## config.mk

```make
export PLATFORM = sky130hd
export DESIGN_NAME = tsi_fifo
export DESIGN_NICKNAME = d
export VERILOG_FILES = /design/src/design/tsi_fifo.sv
export SDC_FILE = /design/constraint.sdc
export NUM_CORES = 1
export LEC_CHECK = 0
export ABC_AREA = 1
export BUFFER_PORTS_ARGS = -buffer_cell sky130_fd_sc_hd__buf_2
export CORE_ASPECT_RATIO = 0.8
export CORE_MARGIN = 2
export CORE_UTILIZATION = 49
export DETAILED_ROUTE_END_ITERATION = 8
export PLACE_DENSITY = 0.75
export SYNTH_ARGS = -nofsm -noshare
export SYNTH_HDL_FRONTEND = slang
export SYNTH_SLANG_ARGS = --single-unit
```

## constraint.sdc

```tcl
create_clock -name clk -period 1.6 [get_ports clk]
set_input_delay 0.4 -clock clk [delete_from_list [all_inputs] [get_ports clk]]
set_output_delay 0.4 -clock clk [all_outputs]
set_load 0.02 [all_outputs]
```

## src/design/tsi_fifo.sv

```systemverilog
`default_nettype none
module tsi_fifo #(
	parameter int WIDTH = 8
) (
	input  wire logic             clk,
	input  wire logic             arst_n,
	input  wire logic             push,
	input  wire logic [WIDTH-1:0] wdata,
	output logic                  full,
	input  wire logic             pop,
	output logic      [WIDTH-1:0] rdata,
	output logic                  empty
);

	logic [WIDTH-1:0] mem_q [2];
	logic             wptr_q;
	logic             rptr_q;
	logic [1:0]       cnt_q;
	logic             do_push;
	logic             do_pop;

	assign full    = (cnt_q == 2'd2);
	assign empty   = (cnt_q == 2'd0);
	assign rdata   = mem_q[rptr_q];
	assign do_push = push && !full;
	assign do_pop  = pop && !empty;

	always_ff @(posedge clk or negedge arst_n) begin
		if (!arst_n) begin
			wptr_q <= 1'b0;
			rptr_q <= 1'b0;
			cnt_q  <= 2'd0;
		end else begin
			if (do_push) begin
				wptr_q <= ~wptr_q;
			end
			if (do_pop) begin
				rptr_q <= ~rptr_q;
			end
			if (do_push && !do_pop) begin
				cnt_q <= cnt_q + 2'd1;
			end else if (do_pop && !do_push) begin
				cnt_q <= cnt_q - 2'd1;
			end
		end
	end

	always_ff @(posedge clk) begin
		if (do_push) begin
			mem_q[wptr_q] <= wdata;
		end
	end

endmodule
`default_nettype wire

```

* After elaboration in Yosys (flattened, before gate mapping) *
Memory sizes are Yosys's and may differ from the RTL's.
Cells that the tools add are included.

operators by class
  add/subtract/negate cells = 2
  equal/unequal tests = 1
  muxes and demuxes = 4
  bitwise logic cells = 2
  reduce and logical (&&, ||, !) cells = 10

operators by type and width
  operator               number
  $logic_and A1 B1 Y1    4
  $logic_not A1 Y1       4
  $mux W2                2
  $add A2 B1 Y2 const B  1
  $eq A2 B2 Y1 const B   1
  $logic_not A2 Y1       1
  $mux W1                2
  $not A1 Y1             2
  $reduce_bool A2 Y1     1
  $sub A2 B1 Y2 const B  1

word-level totals
  bits in registers = 4
  RAM bits = 16
  input port bits = 12
  output and inout bits = 10
  word-level logic and storage cells = 23
  memories kept = 1

memories
  name   words  bits a word  read ports  clocked after memory_dff  wr ports  line  source
  mem_q  2      8            1           0                         1         15    logic [WIDTH-1:0] mem_q [2];

* Longest topological paths before layout *
  depth in word-level cells = 7
  mapped depth = 9
  gate-level depth less buffers = 9

* Worst setup path before layout *
Ideal clock, no wire load.

  path type = register to register
  start point = register cnt_q[0]
  end point = register cnt_q[1]
  setup time = 117 ps
  arrival time = 1302 ps
  required time = 1483 ps
  slack = 182 ps
  stages on the path, launching flop included = 8
  path buffers = 0
  clock period less this slack = 1418 ps
  path through = dfrtp_1 > nor2_2 > nor2_2 > ha_1 > inv_1 > nand3_1 > nand2_1 > nand2_1

on the way
  longest elaborated chain between the ends = 6
  elaborated cells between the ends (all ways) = 15
  those cells by class = add/sub: 2; eq/ne: 1; mux: 2; reduce/logical: 10

ends and longest elaborated chain
  element                       line  source
  start, declared               18    logic [1:0] cnt_q;
  start signal, assigned        41    cnt_q <= cnt_q + 2'd1;
  start signal, assigned        43    cnt_q <= cnt_q - 2'd1;
  $eq A2 B2 Y1 *                22    assign full = (cnt_q == 2'd2);
  named net full                9     output logic full,
  $logic_not A1 Y1 *            25    assign do_push = push && !full;
  $logic_and A1 B1 Y1 *         25
  named net do_push             19    logic do_push;
  $logic_not A1 Y1              42    end else if (do_pop && !do_push) begin
  $logic_and A1 B1 Y1           42
  $reduce_bool A2 Y1 (no line)  -

Mark *: on every way through the listed nets, which the timed path passes. The rest lies on a longest branch. The select of a mux whose other input is x is not followed.
A chain may end at the register's enable or synchronous reset.

* Worst setup path after layout *
  start point = register rptr_q
  end point = output port rdata[6]

on the way
  longest elaborated chain between the ends = 1

ends and longest elaborated chain
  element                 line  source
  start, declared         17    logic rptr_q;
  start signal, assigned  38    rptr_q <= ~rptr_q;
  $mem_v2 Z2 W8           -
  end, declared           11    output logic [WIDTH-1:0] rdata,

No other way between the ends.

==> implementation parameters <==
Parameter                              Value

Status
  Result of the run    finished, final reports clean

CTS
  CTS root buffer    sky130_fd_sc_hd__clkbuf_4
  Depth of the CTS H-tree    1
  Sinks on the clock net    20
  TritonCTS clock tree    yes
  Clock network latency to the later pin of the worst-skew pair    0.29 ns
  Maximum clock insertion buffer count    2
  Clock-pin slew on the worst setup and hold paths    0.11 ns
  Total CTS buffers    3

Min path
  Hold Path Cell Cnt    1
  Path category of the worst min-delay check    in2reg

Power
  Pleak    0.503 nW
  Total power divided by cell area    1970 nW/um^2
  Max IR drop VDD    1.17 mV
  Total design power    2.10 mW

Timing
  Time the worst path needs with I/O delays and setup    1.56 ns
  Setup Skew    0.0105 ns
  Hold violation total from the final report    0
  Relative slew margins    approximately 78%
  Worst-margin pin slew    0.330 ns
  Final Slew Violations    0
  Max Clk Rate    0.640 GHz
  Count of final setup violators    0
  Period utilisation layout    between 90% and 100%
  Setup slack of the critical path after layout    approximately 0.037 ns
  Unrepaired setup endpoints after global routing    true

Setup path
  Depth of the most critical reg-to-reg path    5
  Worst setup path category    reg2out
  Category of the worst setup path launch point    register
  Setup slack of the worst register-to-register path    between 0.2 and 0.25 ns
  Required time of the critical path    ~1.2 ns
  Crit path max fanout    7
  Arrival time at the worst endpoint    1.16 ns
  Setup crit end kind    output pin

Floorplan
  Area of the core    1590 um^2
  Effective utilization at floorplan    50.8%
  Num ports    22
  Floorplan row count    13
  Overall die height    40.4 um
  Chip Width    49.4 um
  Die outline area    2000 um^2

Synthesis
  Synth Net Count    86
  Synth top area share    59.4%
  Seq/Total Area, Yosys    71.7%
  Cell area after technology mapping    between 800 and 900 um^2
  Number of register bits inferred by synthesis    20
  Cell accounting for the most synthesized area    sky130_fd_sc_hd__edfxtp_1
  Number of library cell types mapped by synthesis    14
  Gate count after technology mapping    73
  Number of warnings reported in the yosys synthesis log    0
  Post-Synthesis Mean Instance Area    11.1 um^2
  Area contributors post-synth    sky130_fd_sc_hd__edfxtp_1, sky130_fd_sc_hd__nand2_1, sky130_fd_sc_hd__dfrtp_1, sky130_fd_sc_hd__inv_1, sky130_fd_sc_hd__ha_1

GRT
  Number of antenna violations at the first check in global routing    0
  Wire length of the first global-routing pass    1860 um
  Overall fraction of global-route tracks in use    between 10% and 20%
  Largest net degree at the start of global routing    13
  Residual overflow from global routing    0
  Number of global-route vias before repair    460

Drt
  Detailed-router iteration count before antenna repair    4
  Vias post-DR    557
  Iteration-0 DRC count of the detailed router    11
  Average wire per standard cell    10.7 um
  Remaining DRCs    0
  Detailed-route wire length    roughly 1300 um
  Post-detailed-route count of antenna-violating nets    0
  Ratio of routed vias to standard cells    4.53

Cells and area
  Number of fillers in the final layout    136
  Layout-stage area growth over the synthesis result    31.7%
  Fraction of final layout cells with drive strength greater than 1    around a third
  Leading cell type in the layout, fill and taps excluded    sky130_fd_sc_hd__nand2_1
  Final layout net count    ~120
  Most frequent cells in the layout    sky130_fd_sc_hd__nand2_1, sky130_fd_sc_hd__buf_2, sky130_fd_sc_hd__edfxtp_1, sky130_fd_sc_hd__inv_1, sky130_fd_sc_hd__buf_6
  Number of antenna repair diodes    0

Placement
  Number of buffer cells added on primary ports    21
  Final weighted congestion in routability-driven placement    0.824
  Setup WS pre-CTS    0.190 ns
  Detailed-placement wirelength estimate    886 um

Job
  Max_cap viols    0
[sequential cells by signal, summed over array words and instances, names as in the netlist]
register  count
mem_q        16
cnt_q         2
rptr_q        1
wptr_q        1
[layout make-up]
cell class | instances | area, um^2 | share of cell area [%]
tap | 22 | 27.5 | 2.58
sequential | 20 | 582 | 54.6
timing repair buffer | 25 | 175 | 16.4
inverter | 8 | 35.0 | 3.29
multi-input combinational | 44 | 194 | 18.2
clock inverter | 1 | 30.0 | 2.82
clock buffer | 3 | 22.5 | 2.11
[synth_stat cells, drive strengths merged]
master and count:
buf 1, dfrtp 4, edfxtp 16, ha 1, inv 8, nand2 33, nand3 1, nand3b 1
nand4 1, nor2 4, o21ai 2, xnor2 1
[logic make-up after synthesis]
logic type	share of synthesized area (%)
flops	71.7
buf+inv	4.33
simple gates	20.1
fa+ha+maj	1.55
xor+xnor	1.08
compound gates	1.24
[final timing paths]
kind                           from          end
max in group asynchronous    arst_n       wptr_q
hold reg to reg              wptr_q       wptr_q
setup / recovery             rptr_q     rdata[6]
hold / removal             wdata[3]  mem_q[1][3]
min in group asynchronous    arst_n     cnt_q[1]
setup reg to reg           cnt_q[1]  mem_q[0][5]
[where the power goes]
part           switching (mW)  internal [mW]  leakage, nW
Clock                   0.142          0.253       0.0279
Sequential             0.0889          0.725        0.196
Combinational           0.522          0.369        0.279
Total                   0.752           1.35        0.503
[stage by stage]
step | instances | hold WS, ns | TNS (ns) | cell area, um^2 | utilization, %
2_1_floorplan | 73 | 0.104 | 0 | 810 | -
3_3_place_gp | 116 | 0.213 | 0 | 945 | 59.3
3_5_place_dp | 116 | 0.212 | 0 | 945 | 59.3
4_1_cts | 123 | 0.279 | 0 | 1040 | 65.1
5_1_grt | 123 | 0.267 | -0.0285 | 1070 | 66.9
6_report | 123 | 0.285 | 0 | 1070 | 66.9
[critical path: stages, from the launching register on]
cell                      delay, ns
sky130_fd_sc_hd__dfrtp_2       0.47
sky130_fd_sc_hd__buf_12        0.15
sky130_fd_sc_hd__nand2_1       0.05
sky130_fd_sc_hd__nand2_1       0.07
sky130_fd_sc_hd__buf_6         0.13
[what timing repair did]
| item | 4_1_cts | 5_1_grt |
|---|---|---|
| setup endpoints to repair | 8 | 7 |
| setup buffers | 2 | 0 |
| gates resized for setup | 2 | 9 |
| pin swaps | 0 | 2 |
| hold buffers | 1 | 0 |
| hold endpoints to repair | 4 | 0 |
[per-layer routing]
layer / part of all wire, % / global-route usage [%] / up-vias
met1: 45 / 14.8 / 254
met4: 0.68 / 4.17 / 0
li1: - / - / 291
met2: 51 / 25.3 / 10
met5: 0 / 0 / -
met3: 3.3 / 5.60 / 2
No activity file was read; power rests on OpenSTA's default activity.
