`src/design/tsi_pkg.sv`:
```
`default_nettype none
package tsi_pkg;

	localparam logic [1:0] CMD_PUSH  = 2'd0;
	localparam logic [1:0] CMD_WRITE = 2'd1;
	localparam logic [1:0] CMD_QUERY = 2'd2;
	localparam logic [1:0] CMD_NONE  = 2'd3;

	localparam logic [1:0] ST_INTERP = 2'd0;
	localparam logic [1:0] ST_OLDEST = 2'd1;
	localparam logic [1:0] ST_NEWEST = 2'd2;
	localparam logic [1:0] ST_EMPTY  = 2'd3;

	typedef struct packed {
		logic [1:0]         cmd;
		logic [31:0]        tick;
		logic [5:0]         lane;
		logic signed [31:0] sample_value;
		logic [39:0]        render_time;
	} in_item_t;

	typedef struct packed {
		logic [5:0]         out_lane;
		logic signed [31:0] lane_value;
		logic               last;
		logic [1:0]         status;
	} out_item_t;

endpackage
`default_nettype wire

```
`src/design/tsi_fifo.sv`:
```
`default_nettype none
module tsi_fifo #(
	parameter int WIDTH = 8
) (
	input  wire logic             clk,
	input  wire logic             arst_n,
	input  wire logic             push,
	input  wire logic [WIDTH-1:0] wdata,
	output logic                  full,
	input  wire logic             pop,
	output logic      [WIDTH-1:0] rdata,
	output logic                  empty
);

	logic [WIDTH-1:0] mem_q [2];
	logic             wptr_q;
	logic             rptr_q;
	logic [1:0]       cnt_q;
	logic             do_push;
	logic             do_pop;

	assign full    = (cnt_q == 2'd2);
	assign empty   = (cnt_q == 2'd0);
	assign rdata   = mem_q[rptr_q];
	assign do_push = push && !full;
	assign do_pop  = pop && !empty;

	always_ff @(posedge clk or negedge arst_n) begin
		if (!arst_n) begin
			wptr_q <= 1'b0;
			rptr_q <= 1'b0;
			cnt_q  <= 2'd0;
		end else begin
			if (do_push) begin
				wptr_q <= ~wptr_q;
			end
			if (do_pop) begin
				rptr_q <= ~rptr_q;
			end
			if (do_push && !do_pop) begin
				cnt_q <= cnt_q + 2'd1;
			end else if (do_pop && !do_push) begin
				cnt_q <= cnt_q - 2'd1;
			end
		end
	end

	always_ff @(posedge clk) begin
		if (do_push) begin
			mem_q[wptr_q] <= wdata;
		end
	end

endmodule
`default_nettype wire

```
`src/design/tsi_front.sv`:
```
`default_nettype none
module tsi_front #(
	parameter int LANES = 32
) (
	input  wire logic               clk,
	input  wire logic               arst_n,
	input  wire logic               push,
	input  wire tsi_pkg::in_item_t  in_item,
	output logic                    full,
	input  wire logic               deq,
	output tsi_pkg::in_item_t       deq_item,
	output logic                    deq_empty
);
	import tsi_pkg::*;

	logic     keep;
	in_item_t q_out;

	// drop the unused command and writes to lanes that do not exist
	always_comb begin
		unique case (in_item.cmd)
			CMD_PUSH:  keep = 1'b1;
			CMD_WRITE: keep = ({26'd0, in_item.lane} < 32'(LANES));
			CMD_QUERY: keep = 1'b1;
			default:   keep = 1'b0;
		endcase
	end

	tsi_fifo #(.WIDTH($bits(in_item_t))) u_q (
		.clk   (clk),
		.arst_n(arst_n),
		.push  (push && keep),
		.wdata (in_item),
		.full  (full),
		.pop   (deq),
		.rdata (q_out),
		.empty (deq_empty)
	);

	assign deq_item = q_out;

endmodule
`default_nettype wire

```
`config.mk`:
```
export PLATFORM = sky130hd
export DESIGN_NAME = tsi_front
export DESIGN_NICKNAME = d
export VERILOG_FILES = /design/src/design/tsi_pkg.sv /design/src/design/tsi_fifo.sv /design/src/design/tsi_front.sv
export SDC_FILE = /design/constraint.sdc
export NUM_CORES = 1
export LEC_CHECK = 0
export BUFFER_PORTS_ARGS = -buffer_cell sky130_fd_sc_hd__buf_2
export CORE_ASPECT_RATIO = 0.5
export CORE_MARGIN = 5
export CORE_UTILIZATION = 49
export CTS_BUF_LIST = sky130_fd_sc_hd__clkbuf_4
export DETAILED_ROUTE_END_ITERATION = 6
export GPL_ROUTABILITY_DRIVEN = 0
export GPL_TIMING_DRIVEN = 0
export PLACE_DENSITY = 0.82
export SLEW_MARGIN = 20
export SYNTH_ARGS = -nofsm -noshare
export SYNTH_HDL_FRONTEND = slang
export SYNTH_HIERARCHICAL = 1
export SYNTH_SLANG_ARGS = --single-unit
```
`constraint.sdc`:
```
create_clock -name clk -period 5.85 [get_ports clk]
set_input_delay 0.8775 -clock clk [delete_from_list [all_inputs] [get_ports clk]]
set_output_delay 0.8775 -clock clk [all_outputs]
set_load 0.005 [all_outputs]
```
# == Word-level counts from Yosys, hierarchy flattened ==
# Memories as Yosys holds them, arrays and structs flattened.
# Index checks and enable logic that the tools add are counted.
# totals
ff_bits,4
ram_bits,224
in_bits,116
output_inout_bits,114
mem_count,1
# mem_list
memory,words,width,rd,rd_ports_with_merged_regs,write_ports,line,source
u_q.mem_q,2,112,1,0,1,tsi_fifo.sv:15,logic [WIDTH-1:0] mem_q [2];
# classes
n_addsub,2
n_lt_le_gt_ge,1
eq_ne,3
n_mux,5
bitwise,2
reduce_logical,13
# ops
op,count
"6-bit less-than comparator, second input constant",1
1-bit logical AND,5
"2-bit == test, second input constant",2
1-bit zero test,4
2-bit zero test,2
2-bit 2-to-1 mux,2
"2-bit by 1-bit adder with 2-bit output, second input constant",1
"2-bit by 1-bit == test with 1-bit output, second input constant",1
1-bit 2-to-1 mux,2
1-bit inverter,2
1-bit case mux with 2 select lines,1
2-bit nonzero test,1
2-bit OR reduction,1
"2-bit by 1-bit subtractor with 2-bit output, second input constant",1

# == Logic depth before layout (Yosys ltp) ==
# Gate-level depths: netlist of run 1.
# depth
word_depth,9
ltp_mapped,8
ltp_nobuf,8

# == Hierarchy ==
# Netlist of run 1, hierarchy kept.
# modules_own_cells
module,n_inst,cells_per_inst,area_each_um2
tsi_fifo,1,368,8572.0
tsi_front,1,2,11.3

# == Worst setup path before layout of run 1 ==
# OpenSTA, ideal clock, no wires.
# synth_path
path_type,input to register
from,input in_item[111] (netlist name)
to,memory u_q/mem_q[0][0] (netlist name) (enable)
t_arrival_ns,5.865
slack_ns,-0.599
path_stages,4
path_cell_list,o21ai_1 and2_1 nand2_1 nor2_1
# synth_between
elab_chain_len,7
word_cells_on_any_way,9
# synth_rtl
element,line,source
"start, declared",tsi_front.sv:8,"input wire tsi_pkg::in_item_t in_item,"
2-bit == test / 2-bit zero test (equally long branches),tsi_front.sv:21,unique case (in_item.cmd)
2-bit OR reduction (no line),--,
1-bit case mux with 2 select lines (*),tsi_front.sv:21,
1-bit logical AND (*),tsi_front.sv:32,".push (push && keep),"
1-bit logical AND (*),tsi_fifo.sv:25,assign do_push = push && !full;
1-bit 2-to-1 mux (*),tsi_fifo.sv:49,if (do_push) begin
1-bit 2-to-1 mux (implied by the code) (*),tsi_fifo.sv:50,mem_q[wptr_q] <= wdata;
"end, declared",tsi_fifo.sv:15,
# Every way passes the cells marked *; elsewhere a longest branch is shown, timed or not.

==> impl_results.md, run 1 <==
* CP bufs+invs at 4
* Clock skew at 0.01406 ns
* H-Tree Depth at 2
* Final hold slack at 0.4495 ns
* Clk sinks at 228
* Final Net Count at 776
* Clock root buffer: clkbuf_4
* RSZ-0062 raised after global routing: no
* Clock Power Share at 24.5%
* Switching part of the total power at 27.20%
* Yosys warns at 6
* Final Power at 4.804 mW
* Synthesized cell area at 0.008583 mm^2
* Layout cells sized above 1 at 63.83%
* CP cell instances: buf_6, buf_8, buf_6, mux2_4, buf_2
* Vias/cell at 4.783
* DR vias at 4443
* Pre-CTS setup slack at 3.184 ns
* Row cnt at 34
* Final wirelength at 17.09 mm
* Crit-path most repeated cell: buf_6
* Maxcap violations at 0
* Die Y at 103.6 um
* Final min period at 2.772 ns
* CP top delay family: buffers and inverters
* Postcts setup bufs at 0
* Core area at 0.01727 mm^2
* Part of the power in combinational logic at 30.7%
* Critical Path Max Stage Delay at 0.34 ns
* WP data arrival at 1.89 ns
* Status: completed
* Post-DRT Antenna Nets at 0
* CP Max Fanout at 10
* Worst setup SP type: register
* Largest net degree at the start of global routing at 40
* Flop and latch count out of synthesis at 228
* Vias in the first global route at 4882
* Clock-pin slew on the worst setup and hold paths at 0.07 ns
* Ports at 230
* DRC errors left at 0
* Number of synthesized flops with an enable pin at 224
* First-pass GRT wire length at 26.21 mm
* DP Cell Count at 840
* Crit end category: output pin
* Final setup viols at 0
* Core Util, Final at 62.75%
* Clock latency on the worst-skew pair at 0.61 ns
* Max Buffers Root-to-Sink at 3
* Synth cell types at 18
* Final Hold Viols at 0
* Internal Power at 3.497 mW
* Asr flop ratio synth at 1.754%
* Finished Cell Area at 0.01084 mm^2
* Yosys top cell by area: edfxtp_1
* Total GRT Usage at 16.59%
* Main synth FF type: edfxtp_1
* Slew of the pin with the lowest slew margin at 0.5716 ns
* Reg power frac at 44.8%
* FILL cells at 1253
* Power density cells at 443.3 mW/mm^2
* Final worst slack at 3.078 ns
* Die ar. at 0.02042 mm^2
* Chip width at 197.2 um
* Top-area cell type share of the netlist area at 78.37%
* VDD IR-drop max at 0.2553 mV
* Cts repair resizes at 0
* CTS tree: built
* Avg Synthesized Cell Area at 23.20 um^2
* Final std cells w/o fill at 929
* Post-DP HPWL at 12.11 mm
* Fmax at 0.3607 GHz
* Psw at 1.307 mW
* Global route overflow at 0
* DR iter-0 viols at 181
* Number of buffers created by CTS at 50
* CP Data Required Time at 4.97 ns
* Leakage power total at 4.330 nW
* Max-slew violations at 0
* Avg WL per Cell at 18.40 um
* Setup TNS at 0 ns
* Setup CP Type: register to output pin
* # port buffers at 229
* Final worst-path cycle share at 47.39%
* Post-Synthesis Cells at 370
* CP max-delay cell: dfrtp_1
* Post-Syn Nets at 487
* Post-synthesis sequential area ratio at 79.53%
* Top-count cell post-synth: edfxtp_1
* Initial Utilization at 49.70%
* Syn-to-layout area delta at 26.27%
* Synth top cells by count: edfxtp_1 (224), mux2_4 (70), mux2_2 (42)
* Placed Area at 0.01020 mm^2
* Total iterations of the first detailed-routing run at 4
* Rel. slew slack at 61.90%
* Initial antenna violation count at 2
* Hold Crit Class: input port to register
* Synth area leaders: edfxtp_1 (78%), mux2_4 (12%), mux2_2 (5.5%)
-- registers in the layout, indices dropped and copies added, names as in the netlist --
register / count
u_q/wptr_q: 1
u_q/rptr_q: 1
u_q/mem_q: 224
u_q/cnt_q: 2
-- timing repair --
action,in CTS,in global routing
endpoints found under the setup margin,0,0
hold buffers,1,0
endpoints found under the hold margin,4,0
-- placed cells by master, fill, tap and decap left out, drive strengths merged --
cell	n
xnor2	3
clkbuf	78
and2	1
and3	1
mux2	112
ha	1
o21ai	2
nand2b	1
clkinv	8
xor2	2
edfxtp	224
nor2	3
buf	249
diode	1
dlygate4sd3	1
dfrtp	4
nand2	1
inv	3
-- kinds of logic after synthesis --
| family | Yosys count | synth area share [%] |
|---|---|---|
| AO/OA/AOI/OAI | 2 | 0.1165 |
| XOR/XNOR | 5 | 0.5103 |
| adder cells (fa/ha/maj) | 1 | 0.1457 |
| buffers and inverters | 15 | 1.545 |
| flip-flops | 228 | 79.53 |
| multiplexers | 112 | 17.76 |
| AND/OR/NAND/NOR | 7 | 0.3937 |
-- final timing paths --
path | slack (ns) | depth (start not counted) | endpoint | start
min in group asynchronous | 0.61 | 2 | u_q/rptr_q | arst_n
worst min register to register | 0.53 | 1 | u_q/cnt_q[1] | u_q/cnt_q[1]
worst max register to register | 3.89 | 5 | u_q/mem_q[0][51] | u_q/cnt_q[0]
worst min-delay path | 0.45 | 1 | u_q/mem_q[0][2] | in_item[2]
worst max-delay path | 3.08 | 5 | deq_item[89] | u_q/rptr_q
max in group asynchronous | 5.12 | 2 | u_q/cnt_q[0] | arst_n
-- layer usage --
layer,track usage (%),wire length [um],up-vias
met5,0,15,-
met2,30.31,9446,128
li1,-,-,2076
met3,4.930,981,36
met4,5.935,382,2
met1,18.39,6268,2201
-- power groups by stage --
stage	combinational, mW	clock (mW)	sequential (mW)
5_1_grt	1.58	1.32	2.17
3_3_place_gp	1.42	0	2.22
3_5_place_dp	1.51	0	2.19
2_1_floorplan	0.917	0	2.19
6_report	1.48	1.18	2.15
4_1_cts	1.51	1.23	2.15
-- area by class of cell --
type                       count  area [um^2]  area share (%)
tap                          234        292.8           2.701
clock inverter                 9        35.03          0.3233
buffer                        13        125.1           1.154
clock buffer                  78        585.6           5.403
antenna                        1        2.502         0.02309
sequential                   228         6827           62.99
multi-input combinational    127         1637           15.10
inverter                       2        7.507         0.06927
timing repair buffer         237         1326           12.24
(Power assumes the default switching activity.)
==> run 2: changes to the inputs <==
- ABC_AREA: unset -> 1
- clock period: 5.85 -> 2.3 ns (I/O delays scaled with it)
==> impl_results.md, run 2 <==
* Synthesized cell area at 0.008424 mm^2 (-1.9%)
* Power density cells at 1078 mW/mm^2 (+140%)
* Global route overflow at 0 (unchanged)
* Area occupied by multi-input gates at 0.001393 mm^2 (-15%)
* Clock skew at 0.02538 ns (+0.01133 ns)
* Top-area cell type share of the netlist area at 79.85% (+1.5 points)
* Crit-path most repeated cell: nor2_1
* FF-to-FF path depth at 7 (+2)
* Vias in the first global route at 6663 (+36%)
* Total iterations of the first detailed-routing run at 5 (+1)
* # port buffers at 229 (unchanged)
* Critical Path Max Stage Delay at 0.55 ns (+0.21 ns)
* Number of synthesized flops with an enable pin at 224 (unchanged)
* Grt met2 use at 40.15% (+9.8 points)
* Status: completed
* Largest net degree at the start of global routing at 35 (-13%)
* Post-Syn Nets at 739 (+52%)
* Maxcap violations at 0 (unchanged)
* RSZ-0062 raised after global routing: no
* Setup TNS at 0 ns (unchanged)
* CP Data Required Time at 2.61 ns (-2.36 ns)
* H-Tree Depth at 2 (unchanged)
* Final wirelength at 21.83 mm (+28%)
* VDD IR-drop max at 0.5622 mV (+120%)
* Chip width at 195.4 um (-0.88%)
* Syn-to-layout area delta at 41.33%
* Die Y at 102.7 um (-0.84%)
* Number of buffers created by CTS at 49 (-2.0%)
* FILL cells at 991 (-21%)
* Yosys top cell by area: edfxtp_1
* Clk sinks at 228 (unchanged)
* Total GRT Usage at 21.53% (+4.9 points)
* DRC errors left at 0 (unchanged)
* CTS tree: built
* Clock-pin slew on the worst setup and hold paths at 0.07 ns (about the same)
* CP Max Fanout at 31 (+21)
* Layout cells sized above 1 at 33.08% (-31 points)
* Setup CP Type: input port to register
* Post-DP HPWL at 13.06 mm (+7.9%)
* Final setup viols at 0 (unchanged)
* Max FFs per register at 224 (unchanged)
* Leakage power total at 5.195 nW (+20%)
* Slew of the pin with the lowest slew margin at 0.4972 ns (-0.07437 ns)
* Yosys warns at 6 (unchanged)
* Post-DRT Antenna Nets at 0 (unchanged)
* Post-Synthesis Cells at 622 (+68%)
* Final min period at 2.171 ns
* Clock root buffer: clkbuf_4
* Avg WL per Cell at 16.98 um (-7.7%)
* Max-slew violations at 0 (unchanged)
* Max Buffers Root-to-Sink at 3 (unchanged)
* Clock latency on the worst-skew pair at 0.63 ns (+0.02 ns)
* Avg Synthesized Cell Area at 13.54 um^2 (-42%)
* Worst setup SP type: input port
* CP Depth at 11 (+6)
* Core area at 0.01660 mm^2 (-3.9%)
* Synth top cells by count: nand2_1 (345), edfxtp_1 (224), buf_2 (14)
* Main synth FF type: edfxtp_1
* Largest Register: u_q/mem_q
* Final Hold Viols at 0 (unchanged)
* Largest regs: u_q/mem_q: 224 flops, u_q/cnt_q: 2 flops
* CP max-delay cell: dlygate4sd3_1
* First-pass GRT wire length at 33.50 mm (+28%)
* GR Util met1 at 23.77% (+5.4 points)
* CP top delay family: buffers and inverters
* Post-synthesis sequential area ratio at 81.03% (+1.5 points)
* Final hold slack at 0.1306 ns (-0.3189 ns)
* Gr busiest metal: met2
* Asr flop ratio synth at 1.754% (unchanged)
* Initial Utilization at 50.75% (+1.1 points)
* Sequential standard cell area at 0.006828 mm^2 (about the same)
* Met3 Use GR at 5.713% (+0.78 points)
* Top-count cell post-synth: nand2_1
* Rel. slew slack at 66.78% (+4.9 points)
* Vias/cell at 4.784 (about the same)
* Final worst-path cycle share at 94.37%
* Crit end category: register
* Fmax at 0.4607 GHz
* Most common cell after layout, fill and taps aside: nand2_1
* Commonest cells after routing, fill and taps aside: nand2_1 (345), buf_2 (241), edfxtp_1 (224)
* Synth cell types at 15 (-3)
* CP cell instances: dlygate4sd3_1, buf_2, nor2_4, nor2_1, nor2_1, inv_1, nor2_1, nand2_1, clkinvlp_4, buf_16, buf_12
* Hold Crit Class: input port to asynchronous set/reset pin
* Flop and latch count out of synthesis at 228 (unchanged)
* Initial antenna violation count at 1 (-1)
* Die ar. at 0.02007 mm^2 (-1.7%)
* Final Net Count at 1142 (+47%)
* DR iter-0 viols at 313 (+73%)
* Synth area leaders: edfxtp_1 (80%), nand2_1 (15%), buf_6 (1.2%)
* Postcts setup bufs at 0 (unchanged)
* CP bufs+invs at 6 (+2)
* Ports at 230 (unchanged)
* WP data arrival at 2.48 ns (+0.59 ns)
* Row cnt at 33 (-2.9%)
* DR vias at 6152 (+38%)
-- run 2: logic make-up (layout without fill, tap and decap cells) --
| group | after synthesis | after routing | synth area share, % |
|---|---|---|---|
| AND/OR/NAND/NOR | 355 | 355 | 15.91 |
| flip-flops | 228 | 228 | 81.03 |
| AO/OA/AOI/OAI | 2 | 2 | 0.1188 |
| buffers and inverters | 35 | 471 | 2.688 |
| other | 0 | 1 | 0 |
| XOR/XNOR | 1 | 1 | 0.1040 |
| adder cells (fa/ha/maj) | 1 | 1 | 0.1485 |
-- run 2: area by class of cell --
type,instances,share of cell area [%]
flip-flops and latches,228,57.35
well taps,227,2.385
inverters,10,0.3678
clock buffers,75,4.729
multi-input cells,359,11.70
diodes,1,0.02102
plain buffers,25,1.681
clock inverters,9,0.7356
repair buffers,352,21.04
-- run 2: stage by stage --
step | utilization [%] | instances | worst slack (ns) | total power [mW] | instance area (um^2)
detailed placement | 60.84 | 1087 | 0.08330 | 9.469 | 10100
global placement | 59.53 | 1078 | -1.571 | 9.227 | 9881
global route | 71.73 | 1286 | 0.008686 | 13.64 | 11910
floorplan | - | 622 | -0.4726 | 7.558 | 8451
CTS | 71.63 | 1285 | 0.05249 | 12.84 | 11890
finish | 71.73 | 1286 | 0.1294 | 12.84 | 11910
-- run 2: path summary, 6_finish.rpt --
check | from | endpoint | slack [ns]
worst max register to register | u_q/cnt_q[1] | u_q/mem_q[0][52] | 0.31
min in group clk | push | u_q/wptr_q | 0.19
max in group asynchronous | arst_n | u_q/cnt_q[0] | 2.04
worst min-delay path | arst_n | u_q/wptr_q | 0.13
worst min register to register | u_q/wptr_q | u_q/wptr_q | 0.49
worst max-delay path | in_item[111] | u_q/mem_q[0][52] | 0.13
-- run 2: metal layers --
metal | vias to the layer above | share of wire [%]
met4 | 0 | 3.2
li1 | 2925 | -
met1 | 2885 | 36
met2 | 281 | 53
met5 | - | 0
met3 | 61 | 6.9
-- run 2: worst reg2reg max path, cell delays in order (launching register included) --
cell and delay, ns:
dfrtp_1 0.41, inv_2 0.08, nor2_2 0.13, nor2_1 0.07, nand2_1 0.12, clkinvlp_4 0.40
buf_16 0.32, buf_12 0.18
-- run 2: power by group --
| part | leakage, nW | switching, mW | internal [mW] |
|---|---|---|---|
| Sequential | 2.10 | 0.178 | 5.29 |
| Clock | 0.389 | 1.50 | 1.70 |
| Combinational | 2.70 | 2.47 | 1.69 |
| Total | 5.20 | 4.15 | 8.68 |
-- run 2: repair_timing --
| item | 4_1_cts | 5_1_grt |
|---|---|---|
| hold endpoints to repair | 229 | 0 |
| gates resized for setup | 0 | 4 |
| setup endpoints to repair | 0 | 17 |
| hold buffers | 114 | 0 |
